<file path="src/lvlm_pkg.sv">
// Shared types and constants for the windowed RMS/peak level meter.
`default_nettype none
package lvlm_pkg;

  localparam int SAMPLE_BITS = 16;
  localparam int WINDOW_MAX  = 4096;
  localparam int LEN_W       = 13;
  localparam int LEN_RESET   = 1024;
  localparam int SQ_W        = 2 * SAMPLE_BITS - 1;
  localparam int SUM_W       = 43;
  localparam int LEVEL_W     = 16;
  localparam int ROOT_W      = (SUM_W + 1) / 2;
  localparam int WORK_W      = 2 * ROOT_W;
  localparam int REM_W       = ROOT_W + 3;
  localparam int DIV_STEPS   = SUM_W;
  localparam int SQRT_STEPS  = ROOT_W;
  localparam int STEP_W      = $clog2(DIV_STEPS);

  typedef enum logic [0:0] {
    CFG_MODE   = 1'b0,
    CFG_WINDOW = 1'b1
  } cfg_idx_t;

  typedef enum logic [0:0] {
    MODE_RMS  = 1'b0,
    MODE_PEAK = 1'b1
  } meter_mode_t;

  typedef enum logic [2:0] {
    ST_IDLE,
    ST_SQUARE,
    ST_ACCUM,
    ST_DIV,
    ST_SQLOAD,
    ST_SQRT,
    ST_HOLD,
    ST_OUTPUT
  } state_t;

  typedef struct packed {
    logic in_ready;
    logic square;
    logic accum;
    logic load_div;
    logic step_div;
    logic load_sqrt;
    logic step_sqrt;
    logic hold_root;
    logic emit;
  } ctl_t;

  function automatic logic [LEN_W-1:0] eff_length(input logic [LEN_W-1:0] len);
    logic [LEN_W-1:0] res;
    res = len;
    if (len == '0) begin
      res = LEN_W'(1);
    end else if (len > LEN_W'(WINDOW_MAX)) begin
      res = LEN_W'(WINDOW_MAX);
    end
    return res;
  endfunction

endpackage
`default_nettype wire

</file>
<file path="src/lvlm_ctrl.sv">
// Sequencer for the level meter: state machine and iteration step counter.
`default_nettype none
module lvlm_ctrl (
  input  wire logic          clk,
  input  wire logic          rst_n,
  input  wire logic          in_valid,
  input  wire logic          window_done,
  input  wire logic          rms_sel,
  input  wire logic          out_free,
  output lvlm_pkg::ctl_t     ctl
);

  lvlm_pkg::state_t                 state_r, state_nxt;
  logic [lvlm_pkg::STEP_W-1:0]      step_r, step_nxt;
  logic                             div_last, sqrt_last;

  assign div_last  = (step_r == lvlm_pkg::STEP_W'(lvlm_pkg::DIV_STEPS - 1));
  assign sqrt_last = (step_r == lvlm_pkg::STEP_W'(lvlm_pkg::SQRT_STEPS - 1));

  always_ff @(posedge clk) begin
    if (!rst_n) begin
      state_r <= lvlm_pkg::ST_IDLE;
      step_r  <= '0;
    end else begin
      state_r <= state_nxt;
      step_r  <= step_nxt;
    end
  end

  always_comb begin
    state_nxt = state_r;
    step_nxt  = step_r;
    case (state_r)
      lvlm_pkg::ST_IDLE: begin
        if (in_valid) begin
          state_nxt = lvlm_pkg::ST_SQUARE;
        end
      end
      lvlm_pkg::ST_SQUARE: begin
        state_nxt = lvlm_pkg::ST_ACCUM;
      end
      lvlm_pkg::ST_ACCUM: begin
        step_nxt = '0;
        if (window_done && rms_sel) begin
          state_nxt = lvlm_pkg::ST_DIV;
        end else begin
          state_nxt = lvlm_pkg::ST_OUTPUT;
        end
      end
      lvlm_pkg::ST_DIV: begin
        step_nxt = step_r + lvlm_pkg::STEP_W'(1);
        if (div_last) begin
          state_nxt = lvlm_pkg::ST_SQLOAD;
        end
      end
      lvlm_pkg::ST_SQLOAD: begin
        step_nxt  = '0;
        state_nxt = lvlm_pkg::ST_SQRT;
      end
      lvlm_pkg::ST_SQRT: begin
        step_nxt = step_r + lvlm_pkg::STEP_W'(1);
        if (sqrt_last) begin
          state_nxt = lvlm_pkg::ST_HOLD;
        end
      end
      lvlm_pkg::ST_HOLD: begin
        state_nxt = lvlm_pkg::ST_OUTPUT;
      end
      lvlm_pkg::ST_OUTPUT: begin
        if (out_free) begin
          state_nxt = lvlm_pkg::ST_IDLE;
        end
      end
      default: begin
        state_nxt = lvlm_pkg::ST_IDLE;
      end
    endcase
  end

  always_comb begin
    ctl           = '0;
    ctl.in_ready  = (state_r == lvlm_pkg::ST_IDLE);
    ctl.square    = (state_r == lvlm_pkg::ST_SQUARE);
    ctl.accum     = (state_r == lvlm_pkg::ST_ACCUM);
    ctl.load_div  = (state_r == lvlm_pkg::ST_ACCUM) && window_done && rms_sel;
    ctl.step_div  = (state_r == lvlm_pkg::ST_DIV);
    ctl.load_sqrt = (state_r == lvlm_pkg::ST_SQLOAD);
    ctl.step_sqrt = (state_r == lvlm_pkg::ST_SQRT);
    ctl.hold_root = (state_r == lvlm_pkg::ST_HOLD);
    ctl.emit      = (state_r == lvlm_pkg::ST_OUTPUT) && out_free;
  end

endmodule
`default_nettype wire

</file>
<file path="src/lvlm_iter.sv">
// Shared compare-subtract unit with working registers for divide and square root.
`default_nettype none
module lvlm_iter (
  input  wire logic                          clk,
  input  wire lvlm_pkg::ctl_t                ctl,
  input  wire logic [lvlm_pkg::SUM_W-1:0]    sum_in,
  input  wire logic [lvlm_pkg::LEN_W-1:0]    divisor,
  output logic      [lvlm_pkg::ROOT_W-1:0]   root
);

  logic [lvlm_pkg::WORK_W-1:0] work_r;
  logic [lvlm_pkg::REM_W-1:0]  rem_r;
  logic [lvlm_pkg::ROOT_W-1:0] root_r;

  logic [lvlm_pkg::REM_W-1:0]  op_a, op_b, diff;
  logic                        ge;

  // one subtractor serves both the divide and the root steps
  always_comb begin
    if (ctl.step_sqrt) begin
      op_a = {rem_r[lvlm_pkg::REM_W-3:0], work_r[lvlm_pkg::WORK_W-1:lvlm_pkg::WORK_W-2]};
      op_b = {1'b0, root_r, 2'b01};
    end else begin
      op_a = lvlm_pkg::REM_W'({rem_r[lvlm_pkg::LEN_W-1:0], work_r[lvlm_pkg::SUM_W-1]});
      op_b = lvlm_pkg::REM_W'(divisor);
    end
  end

  assign diff = op_a - op_b;
  assign ge   = (op_a >= op_b);

  always_ff @(posedge clk) begin
    if (ctl.load_div) begin
      work_r <= lvlm_pkg::WORK_W'(sum_in);
      rem_r  <= '0;
    end else if (ctl.step_div) begin
      work_r <= {work_r[lvlm_pkg::WORK_W-2:0], ge};
      rem_r  <= ge ? diff : op_a;
    end else if (ctl.load_sqrt) begin
      work_r <= lvlm_pkg::WORK_W'(work_r[lvlm_pkg::SUM_W-1:0]);
      rem_r  <= '0;
      root_r <= '0;
    end else if (ctl.step_sqrt) begin
      work_r <= {work_r[lvlm_pkg::WORK_W-3:0], 2'b00};
      rem_r  <= ge ? diff : op_a;
      root_r <= {root_r[lvlm_pkg::ROOT_W-2:0], ge};
    end
  end

  assign root = root_r;

endmodule
`default_nettype wire

</file>
<file path="src/windowed_rms_peak_level_meter_top.sv">
// Top level of the windowed RMS/peak level meter: accumulators, config and result register.
//
//   channel  direction  handshake              payload
//   in_      input      in_valid / in_ready    in_sample
//   out_     output     out_valid / out_ready  out_level, out_level_new
//   cfg_     input      cfg_valid / cfg_ready  cfg_index, cfg_data
//
// A sample that closes an RMS window also runs 43 restoring divide steps and
// 22 square-root steps, all through one shared subtractor.
// Synchronous active-low reset clears the state machine, accumulators and held level.
// The next sample is taken while a result waits in the output register; a new result
// waits in its final state until that register is free. cfg_ready is always high.
`default_nettype none
module windowed_rms_peak_level_meter_top (
  input  wire logic                               clk,
  input  wire logic                               rst_n,
  input  wire logic                               in_valid,
  output logic                                    in_ready,
  input  wire logic signed [lvlm_pkg::SAMPLE_BITS-1:0] in_sample,
  output logic                                    out_valid,
  input  wire logic                               out_ready,
  output logic      [lvlm_pkg::LEVEL_W-1:0]       out_level,
  output logic                                    out_level_new,
  input  wire logic                               cfg_valid,
  output logic                                    cfg_ready,
  input  wire logic [0:0]                         cfg_index,
  input  wire logic [lvlm_pkg::LEN_W-1:0]         cfg_data
);

  lvlm_pkg::ctl_t                       ctl;
  logic                                 mode_r;
  logic [lvlm_pkg::LEN_W-1:0]           win_len_r;
  logic [lvlm_pkg::LEN_W-1:0]           count_r, count_inc, len_eff;
  logic [lvlm_pkg::SUM_W-1:0]           sum_r, sum_acc;
  logic [lvlm_pkg::SAMPLE_BITS-1:0]     peak_r, peak_acc, mag_r, raw, mag;
  logic [lvlm_pkg::SQ_W-1:0]            sq_r;
  logic [lvlm_pkg::LEVEL_W-1:0]         held_r;
  logic [lvlm_pkg::ROOT_W-1:0]          root;
  logic                                 fresh_r;
  logic                                 out_valid_r, out_new_r;
  logic [lvlm_pkg::LEVEL_W-1:0]         out_level_r;
  logic                                 window_done, out_free, rms_sel;

  assign raw       = in_sample;
  assign mag       = raw[lvlm_pkg::SAMPLE_BITS-1] ? (~raw + lvlm_pkg::SAMPLE_BITS'(1)) : raw;
  assign len_eff   = lvlm_pkg::eff_length(win_len_r);
  assign count_inc = count_r + lvlm_pkg::LEN_W'(1);
  assign window_done = (count_inc >= len_eff);
  assign sum_acc   = sum_r + lvlm_pkg::SUM_W'(sq_r);
  assign peak_acc  = (mag_r > peak_r) ? mag_r : peak_r;
  assign rms_sel   = (mode_r == lvlm_pkg::MODE_RMS);
  assign out_free  = !out_valid_r || out_ready;
  assign cfg_ready = 1'b1;

  lvlm_ctrl u_ctrl (
    .clk         (clk),
    .rst_n       (rst_n),
    .in_valid    (in_valid),
    .window_done (window_done),
    .rms_sel     (rms_sel),
    .out_free    (out_free),
    .ctl         (ctl)
  );

  lvlm_iter u_iter (
    .clk     (clk),
    .ctl     (ctl),
    .sum_in  (sum_acc),
    .divisor (len_eff),
    .root    (root)
  );

  assign in_ready = ctl.in_ready;

  always_ff @(posedge clk) begin
    if (!rst_n) begin
      mode_r      <= lvlm_pkg::MODE_RMS;
      win_len_r   <= lvlm_pkg::LEN_W'(lvlm_pkg::LEN_RESET);
      count_r     <= '0;
      sum_r       <= '0;
      peak_r      <= '0;
      held_r      <= '0;
      fresh_r     <= 1'b0;
      out_valid_r <= 1'b0;
    end else begin
      if (cfg_valid) begin
        case (cfg_index)
          lvlm_pkg::CFG_MODE:   mode_r    <= cfg_data[0];
          lvlm_pkg::CFG_WINDOW: win_len_r <= cfg_data;
          default: ;
        endcase
      end
      if (ctl.accum) begin
        if (window_done) begin
          count_r <= '0;
          sum_r   <= '0;
          peak_r  <= '0;
          fresh_r <= 1'b1;
          if (!rms_sel) begin
            held_r <= peak_acc;
          end
        end else begin
          count_r <= count_inc;
          sum_r   <= sum_acc;
          peak_r  <= peak_acc;
          fresh_r <= 1'b0;
        end
      end
      if (ctl.hold_root) begin
        held_r <= root[lvlm_pkg::LEVEL_W-1:0];
      end
      if (ctl.emit) begin
        out_valid_r <= 1'b1;
      end else if (out_ready) begin
        out_valid_r <= 1'b0;
      end
    end
  end

  always_ff @(posedge clk) begin
    if (in_valid && ctl.in_ready) begin
      mag_r <= mag;
    end
    if (ctl.square) begin
      sq_r <= lvlm_pkg::SQ_W'(mag_r) * lvlm_pkg::SQ_W'(mag_r);
    end
    if (ctl.emit) begin
      out_level_r <= held_r;
      out_new_r   <= fresh_r;
    end
  end

  assign out_valid     = out_valid_r;
  assign out_level     = out_level_r;
  assign out_level_new = out_new_r;

endmodule
`default_nettype wire

</file>
<file path="config.mk">
export PLATFORM = sky130hd
export DESIGN_NAME = windowed_rms_peak_level_meter_top
export DESIGN_NICKNAME = d
export VERILOG_FILES = /design/src/lvlm_pkg.sv /design/src/lvlm_ctrl.sv /design/src/lvlm_iter.sv /design/src/windowed_rms_peak_level_meter_top.sv
export SDC_FILE = /design/constraint.sdc
export NUM_CORES = 1
export LEC_CHECK = 0
export ABC_AREA = 1
export BUFFER_PORTS_ARGS = -buffer_cell sky130_fd_sc_hd__buf_4
export CAP_MARGIN = 20
export CORE_UTILIZATION = 70
export DETAILED_ROUTE_END_ITERATION = 10
export PLACE_DENSITY = 0.95
export SKIP_LAST_GASP = 1
export SYNTH_ARGS = -nofsm -noshare
export SYNTH_HDL_FRONTEND = slang
export SYNTH_HIERARCHICAL = 1
export SYNTH_SLANG_ARGS = --single-unit
</file>
<file path="constraint.sdc">
create_clock -name clk -period 12.5 [get_ports clk]
set_input_delay 1.875 -clock clk [delete_from_list [all_inputs] [get_ports clk]]
set_output_delay 1.875 -clock clk [all_outputs]
set_load 0.1 [all_outputs]
</file>
==> flow_summary.ini <==
[die]
pin_count = 55
die_w_um = 190
initial_core_util = 0.713
die_h_um = 190
die-area_um2 = 36000
rows = 68
core_area_um2 = 34600

[clocking]
tritoncts = done
worst_skew_pair.late_latency_ns = 0.58
cts_buffer_depth = 3
cts_root_buf = clkbuf_16
cts_resized = 0
postCtsHoldBufs = 0
post-cts-setup-buffers = 0
path_clk_slew_ns = 0.06
numClockSinks = 265
cts-htree-levels = 1
numCtsBuffers = 30

[sta]
rsz0062_at_grt = false
maxSlewViolCount = 0
worst_slew_pin_slew_ns = 1.05
max_slew_margin = 0.302
finalCritPeriodShare = 0.485
setup_viol = 0
skew_ns = 0.0212
fmax_ghz = 0.165
fin_tns_setup_ns = 0
layout_setup_ws_ns = 6.43
fin_crit_ns = 6.07
finalHoldViolations = 0

[critical_path]
worstSetupEndpointType = register
start_kind = register
cp_data_required_time_ns = 12.81
path_max_fanout = 19
crit_arrival_ns = 6.38
worstSetupPathType = register to register

[logic_synthesis]
synth.distinct_cells = 57
synth_seq_cells = 265
synthAdderAreaFrac = 0.230
synth_xor_xnor_area_share = 0.0332
synth-main-ff-cell = dfxtp_1
muxShareOfSynthArea = 0
async_reset_ff_frac = 0
synth_edf_count = 128
synth_compound_area_frac = 0.0841
synth_top_family_by_area = simple AND/OR/NAND/NOR gates
netlist_area_um2 = 24700
ys_warn_count = 6
synthesis.nets = 3763
yosysSeqAreaShare = 0.267
yosys.area_share.simple = 0.269
netlist_instances = 3373
syn-mean-instance-area_um2 = 7.32

[detailed_routing]
drtIter0Drc = 2298
first_pass_iters = 8
via_per_inst = 5.87
routed_wl_um = 67300
num_vias = 22500
wl_per_cell_um = 17.5
remaining_drc_errors = 0
ant_nets = 0

[final_layout]
n_fill_cell = 2487
nNetsFinal = 3748
syn2layout_area_growth_pct = 6.51
n_antenna_cell = 0
drive_gt1_frac = 0.0662

[placed_design]
dp_hpwl_um = 51100
gp_congestion = 0.974
dp_slack_ns = 6.46
io_buffers = 53

[global_routing]
grt_pass1_wl_um = 110000
grt_pass1_vias = 22400
track_usage = 0.379
antenna_found_initial = 0
grt_max_degree = 110
grt_overflow = 0

[job]
cap_viol_max_count = 0

[worst_hold_path]
min_path_type = register to register

[run_status]
status = complete, no violations
path summary, 6_finish.rpt:
kind	from	endpoint	slack, ns	cells after the start
min	held_r[3]	out_level[3]	0.44	0
min reg2reg	held_r[3]	out_level[3]	0.44	0
max reg2reg	mag_r[4]	sq_r[25]	6.43	18
max	mag_r[4]	sq_r[25]	6.43	18
cell usage after synthesis (6+ instances only):
library cell	n	area [um^2]
a21oi_1	176	881
fa_1	166	3320
a31oi_1	10	62.6
o21ai_0	109	546
nor2_1	269	1010
nand3b_1	12	90.1
nand4_1	64	400
nor2_2	13	81.3
buf_1	6	22.5
buf_2	16	80.1
xor2_1	59	517
ha_1	189	2360
a21o_1	8	60.1
clkbuf_1	83	312
inv_2	16	60.1
nor4_1	11	68.8
buf_4	6	45.0
and2_1	21	131
nand2_1	919	3450
nor3_1	23	115
edfxtp_1	128	3840
xnor2_1	29	254
dfxtp_1	137	2740
a22oi_1	42	315
nand3_2	13	130
nand3_1	141	706
or2_2	13	81.3
inv_1	621	2330
nand2_2	24	150
o21bai_1	8	60.1
state kept, by name, summed over array words and instances (netlist names), 16 cells and up:
name,flops
sq_r,30
u_iter/root,22
sum_r,43
mag_r,16
held_r,16
peak_r,16
out_level,16
u_iter/rem_r,23
u_iter/work_r,44
per-layer routing:
layer,up-vias,GRT usage,share of wire
met5,-,0,0
met1,10500,0.470,0.39
met4,0,0.164,0.049
met3,298,0.0601,0.080
met2,1166,0.654,0.48
li1,10500,-,-
stage by stage:
| stage | utilization | hold slack (ns) | std cells | area (um^2) |
|---|---|---|---|---|
| 3_5_place_dp | 0.730 | 0.422 | 3780 | 25300 |
| 6_report | 0.759 | 0.439 | 3837 | 26300 |
| 4_1_cts | 0.759 | 0.436 | 3836 | 26300 |
| 3_3_place_gp | 0.730 | 0.413 | 3780 | 25300 |
| 5_1_grt | 0.759 | 0.446 | 3837 | 26300 |
| 2_1_floorplan | - | 0.403 | 3373 | 24700 |
critical path, cell delays in order (launching register included):
cell	delay [ns]
edfxtp_1	0.89
nand2_1	0.25
fa_1	0.60
inv_1	0.06
fa_1	0.51
fa_1	0.52
fa_1	0.52
fa_1	0.55
inv_1	0.06
fa_1	0.54
inv_1	0.05
ha_1	0.38
nand2_1	0.13
nor2_1	0.25
inv_1	0.07
nor2_1	0.14
inv_1	0.05
o211ai_1	0.19
xor2_1	0.08
area by class of cell:
cell class / count / area [um^2] / share of cell area
Inverter: 640 / 2410 / 0.0915
Multi-Input combinational cell: 2356 / 15300 / 0.580
Timing Repair Buffer: 65 / 500 / 0.0190
Tap cell: 455 / 569 / 0.0217
Clock buffer: 37 / 838 / 0.0319
Clock inverter: 19 / 136 / 0.00519
Sequential cell: 265 / 6590 / 0.251
cell families (layout without fill, tap and decap cells):
kind of cell,after synthesis,after routing
DFF,265,265
other,1,1
AOI/OAI and AO/OA,369,369
xor gates and xnor gates,91,91
and+or+nand+nor,1540,1540
adders and majority gates,355,355
buffers and inverters,752,761
cells in the final DEF, fill, tap and decap left out, drive strengths merged, types with 65 or more instances in the layout:
| cell | count |
|---|---|
| fa | 166 |
| o21ai | 113 |
| inv | 641 |
| edfxtp | 128 |
| a21oi | 180 |
| nand3 | 156 |
| ha | 189 |
| nand2 | 944 |
| dfxtp | 137 |
| nor2 | 287 |
| buf | 65 |
Power is left out: the tool's default activity adds up to more than one toggle a clock period on the data nets, which glitch-free logic cannot reach.
